`src/swac_pkg.sv`:
```
// ----------------------------------------------------------------------------
// swac_pkg: shared types and constants of the sliding window alarm counter
// Holds field widths, register indexes, reset values and the structs that
// travel between the counter's modules.
// ----------------------------------------------------------------------------
`default_nettype none

package swac_pkg;

	localparam int RD_W      = 16;
	localparam int MHC_W     = 5;
	localparam int CNT_OUT_W = 16;
	localparam int CFG_AW    = 2;
	localparam int CFG_DW    = 16;
	localparam int OUT_DW    = 24;

	typedef enum logic [CFG_AW-1:0] {
		REG_HIGH_LEVEL,
		REG_CEILING,
		REG_AVG_THRESHOLD,
		REG_MIN_HIGH_COUNT
	} reg_idx_t;

	localparam logic signed [RD_W-1:0] HIGH_LEVEL_RST     = 16'sd70;
	localparam logic signed [RD_W-1:0] CEILING_RST        = 16'sd150;
	localparam logic signed [RD_W-1:0] AVG_THRESHOLD_RST  = 16'sd90;
	localparam logic [MHC_W-1:0]       MIN_HIGH_COUNT_RST = 5'd3;

	typedef struct packed {
		logic signed [RD_W-1:0] high_level;
		logic signed [RD_W-1:0] ceiling;
		logic signed [RD_W-1:0] avg_threshold;
		logic [MHC_W-1:0]       min_high_count;
	} cfg_t;

	typedef struct packed {
		logic                 window_full;
		logic                 window_critical;
		logic [CNT_OUT_W-1:0] critical_count;
		logic                 done_res;
	} result_t;

endpackage

`default_nettype wire

```
`src/swac_judge.sv`:
```
// ----------------------------------------------------------------------------
// swac_judge: window judgement
// Decides whether the window made of the stored history and the new reading
// is critical under the current thresholds.
// ----------------------------------------------------------------------------
`default_nettype none

module swac_judge #(
	parameter int WINDOW = 5,
	localparam int SUM_W = swac_pkg::RD_W + $clog2(WINDOW) + 1
) (
	input  swac_pkg::cfg_t                            cfg,
	input  logic signed [swac_pkg::RD_W-1:0]          reading,
	input  logic [WINDOW-2:0][swac_pkg::RD_W-1:0]     history,
	input  logic signed [SUM_W-1:0]                   hist_sum,
	output logic                                      crit
);
	import swac_pkg::*;

	localparam int HW = $clog2(WINDOW + 1);

	logic [WINDOW-1:0]        over_v;
	logic [WINDOW-1:0]        high_v;
	logic [HW-1:0]            highs;
	logic signed [SUM_W-1:0]  win_sum;
	logic signed [SUM_W-1:0]  thr_w;

	always_comb begin
		over_v[WINDOW-1] = reading > cfg.ceiling;
		high_v[WINDOW-1] = reading >= cfg.high_level;
		for (int i = 0; i < WINDOW - 1; i++) begin
			over_v[i] = $signed(history[i]) > cfg.ceiling;
			high_v[i] = $signed(history[i]) >= cfg.high_level;
		end
	end

	assign highs   = HW'($countones(high_v));
	assign win_sum = hist_sum + SUM_W'(reading);
	// The average test is done as sum >= threshold * WINDOW, which is exact.
	assign thr_w   = SUM_W'($signed(cfg.avg_threshold)) * $signed(SUM_W'(WINDOW));

	assign crit = (over_v == '0)
		&& ((HW + MHC_W)'(highs) >= (HW + MHC_W)'(cfg.min_high_count))
		&& (win_sum >= thr_w);

endmodule

`default_nettype wire

```
`src/swac_state.sv`:
```
// ----------------------------------------------------------------------------
// swac_state: sequence state
// Keeps the reading history, its sum, the fill level and the saturating
// critical window count, and forms the result of each accepted beat.
// ----------------------------------------------------------------------------
`default_nettype none

module swac_state #(
	parameter int WINDOW     = 5,
	parameter int COUNT_BITS = 16,
	localparam int SUM_W     = swac_pkg::RD_W + $clog2(WINDOW) + 1
) (
	input  logic                                  clk,
	input  logic                                  arst_n,
	input  logic                                  accept,
	input  logic signed [swac_pkg::RD_W-1:0]      reading,
	input  logic                                  last,
	input  logic                                  crit,
	output logic [WINDOW-2:0][swac_pkg::RD_W-1:0] history,
	output logic signed [SUM_W-1:0]               hist_sum,
	output swac_pkg::result_t                     result
);
	import swac_pkg::*;

	localparam int FW = $clog2(WINDOW + 1);
	localparam int CW = (COUNT_BITS > CNT_OUT_W) ? COUNT_BITS : CNT_OUT_W;

	logic [WINDOW-2:0][RD_W-1:0] hist_q;
	logic signed [SUM_W-1:0]     hsum_q;
	logic [FW-1:0]               fill_q;
	logic [COUNT_BITS-1:0]       count_q;

	logic [FW-1:0]         fill_nxt;
	logic                  full;
	logic [COUNT_BITS-1:0] count_nxt;
	logic [CW-1:0]         count_ext;

	assign full     = fill_q >= FW'(WINDOW - 1);
	assign fill_nxt = full ? FW'(WINDOW) : fill_q + FW'(1);

	always_comb begin
		count_nxt = count_q;
		if (full && crit && (count_q != '1)) begin
			count_nxt = count_q + COUNT_BITS'(1);
		end
	end

	assign count_ext = CW'(count_nxt);

	always_comb begin
		result.window_full     = full;
		result.window_critical = full && crit;
		result.critical_count  = count_ext[CNT_OUT_W-1:0];
		result.done_res        = last;
	end

	always_ff @(posedge clk or negedge arst_n) begin
		if (!arst_n) begin
			hist_q  <= '0;
			hsum_q  <= '0;
			fill_q  <= '0;
			count_q <= '0;
		end else if (accept) begin
			if (last) begin
				hist_q  <= '0;
				hsum_q  <= '0;
				fill_q  <= '0;
				count_q <= '0;
			end else begin
				for (int i = 0; i < WINDOW - 2; i++) begin
					hist_q[i] <= hist_q[i+1];
				end
				hist_q[WINDOW-2] <= reading;
				// Oldest reading leaves the sum as the new one enters.
				hsum_q  <= hsum_q + SUM_W'(reading) - SUM_W'($signed(hist_q[0]));
				fill_q  <= fill_nxt;
				count_q <= count_nxt;
			end
		end
	end

	assign history  = hist_q;
	assign hist_sum = hsum_q;

endmodule

`default_nettype wire

```
`src/sliding_window_alarm_counter.sv`:
```
// Result: an accepted input beat appears as its result beat on the master side in the next cycle.
// Throughput: one beat per cycle while the master side takes each result; the judgement is a
// single pass from the history registers and the incoming reading into the output register.
// Reset: arst_n clears history, fill level, count and the output valid at once, and
// loads the threshold registers with their default values.
// ----------------------------------------------------------------------------
// sliding_window_alarm_counter: alarm counter over a sliding window of readings
// Judges each window of WINDOW consecutive readings against a ceiling, a high
// level with a least count, and an average threshold, and counts critical windows
// per sequence. A beat with tlast ends the sequence and clears the history.
// ----------------------------------------------------------------------------
`default_nettype none

module sliding_window_alarm_counter #(
	parameter int WINDOW     = 5,
	parameter int COUNT_BITS = 16
) (
	input  logic                          clk,
	input  logic                          arst_n,
	// Configuration write port, index follows swac_pkg::reg_idx_t.
	input  logic                          cfg_we,
	input  logic [swac_pkg::CFG_AW-1:0]   cfg_addr,
	input  logic [swac_pkg::CFG_DW-1:0]   cfg_data,
	// Input stream.
	input  logic                          s_tvalid,
	output logic                          s_tready,
	input  logic [15:0]                   s_tdata,   // [15:0] reading
	input  logic                          s_tlast,   // last reading of the sequence
	// Result stream.
	output logic                          m_tvalid,
	input  logic                          m_tready,
	output logic [swac_pkg::OUT_DW-1:0]   m_tdata,   // [0] window_full, [1] window_critical,
	                                                 // [17:2] critical_count, [23:18] zero
	output logic                          m_tlast    // done_res
);
	import swac_pkg::*;

	localparam int SUM_W = RD_W + $clog2(WINDOW) + 1;

	cfg_t                        cfg_q;
	logic                        accept;
	logic                        crit;
	logic [WINDOW-2:0][RD_W-1:0] history;
	logic signed [SUM_W-1:0]     hist_sum;
	result_t                     result;
	result_t                     result_q;
	logic                        valid_q;

	// Configuration registers. An index outside the list cannot occur with a
	// two bit index, so every write lands in one of them.
	always_ff @(posedge clk or negedge arst_n) begin
		if (!arst_n) begin
			cfg_q.high_level     <= HIGH_LEVEL_RST;
			cfg_q.ceiling        <= CEILING_RST;
			cfg_q.avg_threshold  <= AVG_THRESHOLD_RST;
			cfg_q.min_high_count <= MIN_HIGH_COUNT_RST;
		end else if (cfg_we) begin
			unique case (reg_idx_t'(cfg_addr))
				REG_HIGH_LEVEL:     cfg_q.high_level     <= $signed(cfg_data);
				REG_CEILING:        cfg_q.ceiling        <= $signed(cfg_data);
				REG_AVG_THRESHOLD:  cfg_q.avg_threshold  <= $signed(cfg_data);
				REG_MIN_HIGH_COUNT: cfg_q.min_high_count <= cfg_data[MHC_W-1:0];
				default: ;
			endcase
		end
	end

	// A new beat is taken whenever the output register is empty or is being
	// drained in this same cycle; a waiting result that is not taken stops the input.
	assign s_tready = !valid_q || m_tready;
	assign accept   = s_tvalid && s_tready;

	swac_judge #(
		.WINDOW (WINDOW)
	) u_judge (
		.cfg      (cfg_q),
		.reading  ($signed(s_tdata)),
		.history  (history),
		.hist_sum (hist_sum),
		.crit     (crit)
	);

	swac_state #(
		.WINDOW     (WINDOW),
		.COUNT_BITS (COUNT_BITS)
	) u_state (
		.clk      (clk),
		.arst_n   (arst_n),
		.accept   (accept),
		.reading  ($signed(s_tdata)),
		.last     (s_tlast),
		.crit     (crit),
		.history  (history),
		.hist_sum (hist_sum),
		.result   (result)
	);

	// Output register: holds the result beat until the master side takes it.
	always_ff @(posedge clk or negedge arst_n) begin
		if (!arst_n) begin
			valid_q <= 1'b0;
		end else if (accept) begin
			valid_q <= 1'b1;
		end else if (m_tready) begin
			valid_q <= 1'b0;
		end
	end

	always_ff @(posedge clk) begin
		if (accept) begin
			result_q <= result;
		end
	end

	assign m_tvalid = valid_q;
	assign m_tdata  = {6'd0, result_q.critical_count, result_q.window_critical,
		result_q.window_full};
	assign m_tlast  = result_q.done_res;

endmodule

`default_nettype wire

```
`config.mk`:
```
export PLATFORM = sky130hd
export DESIGN_NAME = sliding_window_alarm_counter
export DESIGN_NICKNAME = d
export VERILOG_FILES = /design/src/swac_pkg.sv /design/src/swac_judge.sv /design/src/swac_state.sv /design/src/sliding_window_alarm_counter.sv
export SDC_FILE = /design/constraint.sdc
export NUM_CORES = 1
export LEC_CHECK = 0
export BUFFER_PORTS_ARGS = -buffer_cell sky130_fd_sc_hd__buf_2
export CORE_UTILIZATION = 35
export CTS_CLUSTER_SIZE = 30
export DETAILED_ROUTE_END_ITERATION = 6
export HOLD_SLACK_MARGIN = 0.03
export SLEW_MARGIN = 0
export SYNTH_ARGS = -nofsm -noshare
export SYNTH_HDL_FRONTEND = slang
export SYNTH_SLANG_ARGS = --single-unit
```
`constraint.sdc`:
```
create_clock -name clk -period 12.15 [get_ports clk]
set_clock_uncertainty 0.2 [all_clocks]
set_input_delay 1.8225 -clock clk [delete_from_list [all_inputs] [get_ports clk]]
set_output_delay 1.8225 -clock clk [all_outputs]
set_load 0.03 [all_outputs]
```
Yosys cells after proc, flatten, opt, wreduce, memory -nomap -nowiden
Index checks and enable logic that the tools add are counted.
{"block": "totals", "memories": 0, "word_cells": 64, "romBits": 0, "out_inout_bits": 27, "ramBits": 0, "inputBits": 40, "regBits": 176, "latchBits": 0}
{"block": "classes", "shifts": 0, "mux": 8, "reduce_logical": 14, "n_addsub": 8, "bitwise_logic": 0, "n_eq_ne": 4, "multipliers": 1, "div_mod_pow": 0, "magnitude_cmp": 13}
{"op": "greater-or-equal comparator 16 bit", "n": 5}
{"op": "> comparator 16 bit", "n": 5}
{"op": "2-to-1 mux 64 bit", "n": 1}
{"op": "2-to-1 mux 16 bit", "n": 2}
{"op": "adder 20 x 16 -> 20 bit", "n": 1}
{"op": "greater-or-equal comparator 20 bit", "n": 1}
{"op": "multiplier 16 x 4 -> 20 bit, second input constant", "n": 1}
{"op": "2-to-1 mux 20 bit", "n": 1}
{"op": "subtractor 20 x 16 -> 20 bit", "n": 1}
{"op": "adder 16 x 1 -> 16 bit, second input constant", "n": 1}
{"op": "inequality test 16 bit, second input constant", "n": 1}
{"op": "AND reduction 2 bit", "n": 4}
{"op": "2-to-1 mux 3 bit", "n": 2}
{"op": "greater-or-equal comparator 3 x 5 -> 1 bit", "n": 1}
{"op": "logical AND 1 bit", "n": 5}
{"op": "logical NOT 5 bit", "n": 1}
{"op": "adder 1 x 1 -> 2 bit", "n": 2}
{"op": "equality test 2 bit, second input constant", "n": 2}
{"op": "adder 3 x 1 -> 3 bit", "n": 1}
{"op": "adder 3 x 1 -> 3 bit, second input constant", "n": 1}
{"op": "adder 3 bit", "n": 1}
{"op": "greater-or-equal comparator 3 bit, second input constant", "n": 1}
{"op": "equality test 2 x 1 -> 1 bit, second input constant", "n": 1}
{"op": "logical NOT 2 bit", "n": 1}
{"op": "other kinds (4)", "n": 5}

Logic depth before layout (Yosys ltp)
Gate-level depths: netlist of the first run.
{"block": "logic_depth", "depth_word": 11, "ltp_mapped": 27, "depth_no_buf": 25}

Cells and area by module
A second synthesis of the first run with hierarchy kept.
{"block": "hier_totals", "hier_cells": 1567, "hier_area_um2": 14955.6}
{"mod": "swac_state", "seq_area_each_um2": 2577.5, "cells_per_inst": 670, "area_per_inst_um2": 6256.0, "instances": 1}
{"mod": "swac_judge", "seq_area_each_um2": 0.0, "cells_per_inst": 754, "area_per_inst_um2": 6018.3, "instances": 1}
{"mod": "sliding_window_alarm_counter", "seq_area_each_um2": 1938.1, "cells_per_inst": 143, "area_per_inst_um2": 2681.3, "instances": 1}

Worst setup path after synthesis of the first run
No wires, ideal clock.
{"block": "synth_timing", "kind": "input to register", "start": "in s_tdata[4]", "end": "reg result_q, in the netlist m_tdata[4], data pin", "t_required_ps": 11687, "path_stages": 22, "setup_ps": 263, "n_path_buf": 2, "t_arrival_ps": 5543, "setup_slack_ps": 6143, "path_cell_list": "ha_1 > or2_2 > a21oi_1 > a2111oi_1 > o31ai_1 > nand2b_1 > a21oi_1 > o21ai_0 > o41a_1 > xor2_1 > ha_1 > nand4_1 > nor3_1 > a21oi_1 > o21a_1 > a31oi_1 > and4b_1 > and3_1 > buf_6 > buf_12 > nand2_1 > xnor2_1"}
{"element": "start: declaration", "line_no": "sliding_window_alarm_counter.sv:27", "rtl": "input logic [15:0] s_tdata,"}
{"element": "end signal: assignment", "line_no": "sliding_window_alarm_counter.sv:111", "rtl": "result_q <= result;"}
{"element": "end: declaration", "line_no": "sliding_window_alarm_counter.sv:46", "rtl": "result_t result_q;"}

==> results.json, run 1 <==
{
  "grt_pass1_wl_um": 65600,
  "tritoncts": "done",
  "yosys_warnings": 0,
  "grt_pass1_vias": 11020,
  "fp.dieArea_um2": 41200,
  "cellPowerDensity_nw_per_um2": 184,
  "tns_ns": 0,
  "num_rows": 73,
  "h-tree-depth": 4,
  "rsz0062_at_grt": "no",
  "fmax_mhz": 137,
  "synth_common_cells": "255 x ha_1, 171 x nand2_1, 152 x o21ai_0",
  "leakagePower_nw": 7.38,
  "cts_setup_buffers": 0,
  "setup_viol": 0,
  "yosysTopAreaCellShare_pct": 25.5,
  "post_drt_wl_per_cell_um": 20.2,
  "ys_seq_area_share_pct": 32.0,
  "cts_root_buf": "clkbuf_16",
  "endpoint_kind": "register",
  "async_flop_share_pct": 89.2,
  "synthCells": 1508,
  "reg2reg_slack_ns": 4.84,
  "final_util_pct": 39.0,
  "overflow": 0,
  "yosysMostFrequentCell": "ha_1",
  "post-place-ws_ns": 4.49,
  "clkSlewWorstSetupHoldPaths_ns": 0.07,
  "drive_above_1_share_pct": 11.7,
  "ctsHoldBuffers": 0,
  "path_class": "register to register",
  "antenna_left": 0,
  "synth_top_cell_by_area": "dfrtp_1",
  "crit_path_max_fanout": 15,
  "synth_area_leaders": "dfrtp_1 26%, ha_1 23%, o21ai_0 5.4%",
  "synth_flop_cell": "dfrtp_1",
  "via_per_inst": 5.44,
  "place_congestion": 0.924,
  "synth_area_per_cell_um2": 9.37,
  "firstDrtPassIters": 5,
  "cp-endpoint": "m_tdata[7]",
  "reg2reg_to": "m_tdata[7]",
  "antenna_found_initial": 2,
  "clock_path_buffers": 2,
  "cp.required_ns": 12.16,
  "fin_crit_sh_pct": 60.1,
  "cap_viol_max_count": 0,
  "core_um2": 39700,
  "post_cts_resized": 0,
  "ys_types": 83,
  "r2r_start": "cfg_q[38]",
  "fin_cells": 2088,
  "die_y_um": 203,
  "ios": 67,
  "run_status": "completed",
  "slew_violations": 0,
  "holdCritPathClass": "register to register",
  "syn-cell-area_um2": 14100,
  "wirelength_um": 42200,
  "arrival_ns": 7.32,
  "ff2ff_path_depth": 25,
  "hold_violations": 0,
  "place_inst": 2054,
  "cts_made_buffers": 17,
  "vdd_drop_max_uv": 95.1,
  "dieWidth_um": 203,
  "fin_crit_ns": 7.31,
  "synth_edf_count": 19,
  "hold_depth": 2,
  "port_buffers": 60,
  "grt_max_degree": 99,
  "clock_latency_ns": 0.47,
  "grtUsageTotal_pct": 21.0,
  "clkSinkCount": 176,
  "start_util_pct": 35.6,
  "fin_ws_ns": 4.84,
  "critical_path.startpoint": "cfg_q[38]",
  "worst_pin_slew_ns": 0.991,
  "dp_hpwl_um": 32800,
  "final_net_count": 1848,
  "vias": 11349,
  "drt-initial-drc-count": 750,
  "ys_ff_latch": 176,
  "drc": 0,
  "syn2layout_area_growth_pct": 9.68,
  "startpoint_type": "register",
  "hp-start": "u_state.hist_sum[8]",
  "max_slew_margin_pct": 33.7
}
[flip-flops by register name, indices dropped and copies added, names as in the netlist]
signal / flops
cfg_q: 53
m_tlast: 1
u_state.count_q: 16
u_state.fill_q: 3
u_state.history: 64
m_tvalid: 1
m_tdata: 18
u_state.hist_sum: 20
[routing by layer]
| metal | track usage (%) | up-vias | share of wire (%) |
|---|---|---|---|
| li1 | - | 5597 | - |
| met1 | 27.2 | 5477 | 45 |
| met2 | 36.0 | 228 | 49 |
| met3 | 2.74 | 47 | 3.2 |
| met4 | 6.90 | 0 | 2.5 |
| met5 | 0 | - | 0 |
[area by class of cell]
class	instances	area, um2
antenna	2	5.00
clock buffer	25	517
multi-input combinational	1192	9040
clock inverter	7	50.0
inverter	94	353
sequential	176	4520
fill	3939	24200
tap	525	657
timing repair buffer	67	359
[where the power goes]
group / total [mW] / leakage [nW] / internal [mW] / switching, mW
clock: 0.549 / 0.279 / 0.297 / 0.253
combinational: 1.55 / 4.89 / 0.653 / 0.893
sequential: 0.750 / 2.21 / 0.679 / 0.0709
total: 2.84 / 7.38 / 1.63 / 1.22
[critical path: stages, from the launching register on]
cell and delay, ns:
dfstp_2 0.51, inv_1 0.16, ha_1 0.36, nor2b_1 0.13, o21ai_0 0.14, nand2b_1 0.07, a21oi_1 0.15, nor2b_1 0.06
o21ai_0 0.41, a311oi_1 0.20, o41ai_1 0.31, o21ai_0 0.23, ha_1 0.34, inv_1 0.05, fa_1 0.43, fa_1 0.48
inv_1 0.04, ha_1 0.26, a21o_1 0.09, a21oi_1 0.06, nor4_1 0.37, nand3_1 0.18, and4b_1 0.60, and3_1 0.80
nand4_1 0.25, xnor2_1 0.17
[worst min path at each step]
stage	endpoint	slack, ns
2_1_floorplan	u_state.hist_sum[2]	0.25
3_3_place_gp	u_state.history[16]	0.26
3_5_place_dp	u_state.hist_sum[8]	0.28
4_1_cts	u_state.hist_sum[8]	0.29
5_1_grt	u_state.history[16]	0.32
6_report	u_state.hist_sum[8]	0.29
[logic make-up (layout without fill, tap and decap cells)]
| logic type | count (synthesis) | count (layout) | synth area share [%] |
|---|---|---|---|
| buffers and inverters | 145 | 193 | 4.28 |
| xor gates and xnor gates | 60 | 60 | 3.82 |
| AOI/OAI and AO/OA | 411 | 411 | 18.7 |
| muxes | 42 | 42 | 3.34 |
| adders and majority gates | 260 | 260 | 23.3 |
| DFF | 176 | 176 | 32.0 |
| other | 1 | 8 | 0.0265 |
| and+or+nand+nor | 413 | 413 | 14.6 |
[cell usage in the layout, fill, tap and decap left out, types with 18 or more instances in the layout]
master     instances
a21o_1            50
a21oi_1           73
buf_2             59
clkbuf_16         18
dfrtp_1          144
edfxtp_1          19
ha_1             255
inv_1             92
mux2_2            41
nand2_1          170
nand2b_1          21
nand3_1           38
nand4_1           41
nor2_1            36
nor2b_1           27
nor3_1            21
o21a_1            28
o21ai_0          152
xnor2_1           33
xor2_1            26
[metrics by stage]
stage	power [mW]	hold slack [ns]	cell area (um2)
floorplan	1.89	0.247	14100
detailed placement	2.29	0.280	14900
global route	3.08	0.316	15500
CTS	2.86	0.294	15500
finish	2.84	0.291	15500
global placement	2.27	0.260	14900
(Power assumes the default switching activity.)
==> inputs of run 2 (changes only) <==
Clock period 12.15 ns to 6.1 ns, I/O delays scaled along.
==> run 2 against run 1 <==
- die area did not move
- cell count rose by 1.1%
- wire length fell by 0.27%
- combinational power rose by 100%
- core utilization rose by 0.58 points
- sequential cell count did not move
- fmax is 26% higher
- first-iteration DRC count grew 12%
- non-clock buffer count rose by 26
- clock power rose by 100%
- power up 100%
- critical path type unchanged
- largest cell class unchanged
==> results.json, run 2 (synthesis gave the netlist of run 1 again) <==
{
  "run_status": "completed",
  "drive_above_1_share_pct": 13.5,
  "startpoint_type": "register",
  "tns_ns": 0,
  "drc": 0,
  "fmax_mhz": 173,
  "clkSlewWorstSetupHoldPaths_ns": 0.07,
  "arrival_ns": 5.80,
  "leakagePower_nw": 7.51,
  "ctsHoldBuffers": 0,
  "cp.required_ns": 6.11,
  "dpl-instance-area_um2": 15100,
  "final_net_count": 1874,
  "cts_made_buffers": 17,
  "firstDrtPassIters": 5,
  "post-place-ws_ns": 0.135,
  "via_per_inst": 5.45,
  "layout_commonest_cell": "ha_1",
  "vias": 11519,
  "drt-initial-drc-count": 838,
  "dp_hpwl_um": 32600,
  "gr-usage-met1_pct": 27.8,
  "antenna_left": 0,
  "fillerInstances": 4005,
  "grt_pass1_wl_um": 65700,
  "die_y_um": 203,
  "multi_input_area_um2": 9050,
  "wirelength_um": 42100,
  "post_drt_wl_per_cell_um": 19.9,
  "cap_viol_max_count": 0,
  "grt_pass1_vias": 11302,
  "cellPowerDensity_nw_per_um2": 365,
  "h-tree-depth": 4,
  "antenna_found_initial": 0,
  "tritoncts": "done",
  "diodes": 0,
  "fin_crit_ns": 5.79,
  "clock_latency_ns": 0.47,
  "worst_pin_slew_ns": 0.979,
  "port_buffers": 60,
  "regArea_um2": 4520,
  "cts_root_buf": "clkbuf_16",
  "rsz0062_at_grt": "no",
  "fin_crit_sh_pct": 95.0,
  "slew_violations": 0,
  "endpoint_kind": "register",
  "use_met2_pct": 34.0,
  "largest_reg_flops": 64,
  "grt_max_degree": 108,
  "total_power_mw": 5.74,
  "overflow": 0,
  "holdCritPathClass": "input port to asynchronous set/reset pin",
  "met3_usage_pct": 2.71,
  "num_rows": 73,
  "final_util_pct": 39.6,
  "max_slew_margin_pct": 34.7,
  "crit_path_max_fanout": 12,
  "ios": 67,
  "place_congestion": 0.930,
  "dieWidth_um": 203,
  "path_class": "register to register",
  "grt.busiest_layer": "met2",
  "fp.dieArea_um2": 41200,
  "fin_ws_ns": 0.306,
  "core_um2": 39700,
  "hold_violations": 0,
  "clkSinkCount": 176,
  "vdd_drop_max_uv": 300,
  "layout_common_cells": "255 x ha_1, 170 x nand2_1, 148 x o21ai_0, 144 x dfrtp_1, 91 x inv_1",
  "setup_viol": 0,
  "clock_path_buffers": 2,
  "syn2layout_area_growth_pct": 11.3,
  "grtUsageTotal_pct": 21.0,
  "final_area_um2": 15700,
  "start_util_pct": 35.6
}
## run 2: changes by cell type in the layout (fill, tap and decap cells not counted), sizes merged
cell      previous run  this run
clkinvlp             1         2
buf                 67        93
clkbuf              25        21
inv                 96        97
bufinv               0         1
clkinv               4         5
diode                2         0
## run 2: final timing paths
check	slack, ns	startpoint	cells past startpoint	to
worst max-delay path	0.31	cfg_q[38]	27	m_tdata[8]
worst min-delay path	0.24	arst_n	1	u_state.count_q[5]
worst max register to register	0.31	cfg_q[38]	27	m_tdata[8]
worst min register to register	0.28	u_state.history[16]	2	u_state.history[16]
max in group asynchronous	4.32	arst_n	2	cfg_q[51]
min in group clk	0.28	u_state.history[16]	2	u_state.history[16]
## run 2: repair_timing
action | CTS | global route
resized for setup | 0 | 9
buffers inserted | 0 | 1
setup endpoints to repair | 0 | 31
## run 2: through the flow
stage               hold slack (ns)  instances
floorplan                     0.247       1513
detailed placement            0.270       2079
finish                        0.241       2112
global placement              0.261       2079
global route                  0.292       2112
CTS                           0.256       2111
## run 2: critical path, stage by stage (launching register included)
cell,delay (ns)
dfstp_2,0.53
inv_2,0.06
ha_1,0.32
nor2b_1,0.14
o21a_1,0.16
o21a_1,0.16
o21a_1,0.17
o21a_1,0.15
o21ai_0,0.13
nand2b_1,0.07
a21oi_1,0.16
o31ai_1,0.09
ha_1,0.29
inv_1,0.05
fa_1,0.43
fa_1,0.49
inv_1,0.04
ha_1,0.26
a21o_1,0.10
a21oi_1,0.07
nor4_2,0.32
nand3_1,0.15
and4b_1,0.32
and3_4,0.21
buf_12,0.14
buf_6,0.12
nand2_4,0.05
xnor2_1,0.14
## run 2: layout make-up
type / count / share of cell area, %
repair buffers: 93 / 3.63
clock inverters: 11 / 0.661
multi-input cells: 1192 / 57.6
flip-flops and latches: 176 / 28.7
clock buffers: 21 / 2.99
inverters: 94 / 2.24
well taps: 525 / 4.18
## run 2: report_power, final
group	internal (mW)	total (mW)	switching, mW
clock network	0.598	1.12	0.519
registers	1.35	1.49	0.138
logic	1.34	3.13	1.79
## run 2: per-layer routing
layer	share of wire (%)	vias up
met4	3.9	0
met1	46	5540
met5	0	-
met2	47	278
met3	3.6	67
li1	-	5634
==> inputs of run 3 (changes only) <==
Settings changed: CORE_UTILIZATION 35 to 57, PLACE_DENSITY set to 0.78, SLEW_MARGIN 0 to unset.
==> run 3 against run 2 <==
- wire length decreased by 2.9%
- hold slack improved by 0.045 ns
- power increased by 0.38%
- core utilization increased by 24 points
- clock power barely moved
- die area is 38% lower
- global-route usage grew 12 points
==> results.json, run 3 (synthesis gave the netlist of run 1 again) <==
{
  "start_util_pct": 58.1,
  "diodes": 0,
  "fmax_mhz": 171,
  "max_slew_margin_pct": 22.9,
  "layout_commonest_cell": "ha_1",
  "drt-initial-drc-count": 1079,
  "grt_pass1_wl_um": 64500,
  "num_rows": 57,
  "fin_crit_ns": 5.86,
  "drive_above_1_share_pct": 13.3,
  "wirelength_um": 40800,
  "vias": 11980,
  "fp.dieArea_um2": 25400,
  "hold_violations": 0,
  "tritoncts": "done",
  "port_buffers": 60,
  "firstDrtPassIters": 5,
  "fin_ws_ns": 0.245,
  "crit_path_max_fanout": 9,
  "crit_slowest_cell": "dfstp_2",
  "cts_made_buffers": 17,
  "vdd_drop_max_uv": 261,
  "cp.required_ns": 6.08,
  "cap_viol_max_count": 0,
  "grt_max_degree": 89,
  "largest_reg_flops": 64,
  "antenna_found_initial": 1,
  "place_congestion": 1.00,
  "syn2layout_area_growth_pct": 9.50,
  "setup_viol": 0,
  "layout_common_cells": "251 x ha_1, 170 x nand2_1, 148 x o21ai_0, 144 x dfrtp_1, 91 x inv_1",
  "arrival_ns": 5.84,
  "post_drt_wl_per_cell_um": 21.5,
  "clock_latency_ns": 0.44,
  "h-tree-depth": 4,
  "path_class": "register to register",
  "clkSinkCount": 176,
  "antenna_left": 0,
  "slowest_delay_ns": 0.55,
  "run_status": "completed",
  "endpoint_kind": "register",
  "overflow": 0,
  "holdCritPathClass": "input port to asynchronous set/reset pin",
  "slew_violations": 0,
  "grtUsageTotal_pct": 33.0,
  "ios": 67,
  "tns_ns": 0,
  "clkSlewWorstSetupHoldPaths_ns": 0.08,
  "dp_hpwl_um": 31100,
  "clock_path_buffers": 2,
  "crit_path_frequent_cell": "o21ai_1",
  "via_per_inst": 6.30,
  "startpoint_type": "register",
  "dieWidth_um": 159,
  "cellPowerDensity_nw_per_um2": 372,
  "grt_pass1_vias": 11564,
  "fin_hold_ws_ns": 0.286,
  "worst_pin_slew_ns": 1.15,
  "leakagePower_nw": 7.46,
  "final_net_count": 1865,
  "die_y_um": 159,
  "core_um2": 24300,
  "drc": 0,
  "post-place-ws_ns": 0.155,
  "fin_crit_sh_pct": 96.0,
  "cts_root_buf": "clkbuf_16"
}
==> run 3: cell types whose count changed in the layout (fill, tap and decap cells not counted), moves of 3 or more <==
cell      delta
buf_4        -8
clkbuf_8     -3
clkinv_2     -3
clkinv_8     +4
ha_1         -4
ha_4         +4
inv_8        +4
==> run 3: final timing paths <==
check	slack (ns)	to	from	cells past startpoint
min reg2reg	0.29	u_state.hist_sum[18]	u_state.hist_sum[18]	2
min in group clk	0.29	u_state.hist_sum[18]	u_state.hist_sum[18]	2
max	0.24	m_tdata[3]	cfg_q[38]	25
max reg2reg	0.24	m_tdata[3]	cfg_q[38]	25
max in group asynchronous	4.26	u_state.history[11]	arst_n	2
min	0.29	u_state.history[36]	arst_n	1
==> run 3: final cells by class <==
| class | count | area, um2 |
|---|---|---|
| repair buffers | 84 | 494 |
| flip-flops and latches | 176 | 4520 |
| clock inverters | 14 | 163 |
| fillers | 2017 | 8850 |
| multi-input cells | 1192 | 9100 |
| well taps | 324 | 405 |
| clock buffers | 18 | 429 |
| inverters | 94 | 357 |
==> run 3: through the flow <==
step	total power, mW	instances	instance area (um2)	util, %
global placement	4.46	1864	14800	60.7
global route	6.20	1902	15500	63.6
CTS	5.70	1896	15300	63.1
floorplan	3.75	1513	14100	-
detailed placement	4.56	1864	14800	60.7
finish	5.76	1902	15500	63.6
==> run 3: what timing repair did <==
action | CTS | global route
resized for setup | 0 | 15
hold buffers | 0 | 0
setup buffers | 0 | 6
endpoints found under the setup margin | 0 | 15
endpoints found under the hold margin | 0 | 0
==> run 3: routing by layer <==
| layer | share of wire (%) | vias to the layer above | track usage, % | routed length (um) |
|---|---|---|---|---|
| met1 | 42 | 5775 | 44.6 | 17300 |
| met5 | 0 | - | 0 | 0 |
| li1 | - | 5627 | - | - |
| met3 | 6.8 | 96 | 4.06 | 2770 |
| met2 | 46 | 482 | 53.2 | 19000 |
| met4 | 4.4 | 0 | 14.4 | 1790 |
==> run 3: worst max-delay path: cells and delay by family (launching register included) <==
kind / cells / cell delay, ns
buffers and inverters: 4 / 0.43
muxes: 1 / 0.33
adders and majority gates: 5 / 1.71
and+or+nand+nor: 7 / 1.20
AOI/OAI and AO/OA: 8 / 1.19
DFF: 1 / 0.55
==> run 3: where the power goes <==
part | internal (mW) | total (mW) | switching, mW
Clock | 0.555 | 1.13 | 0.571
Combinational | 1.33 | 3.14 | 1.81
Sequential | 1.35 | 1.49 | 0.142
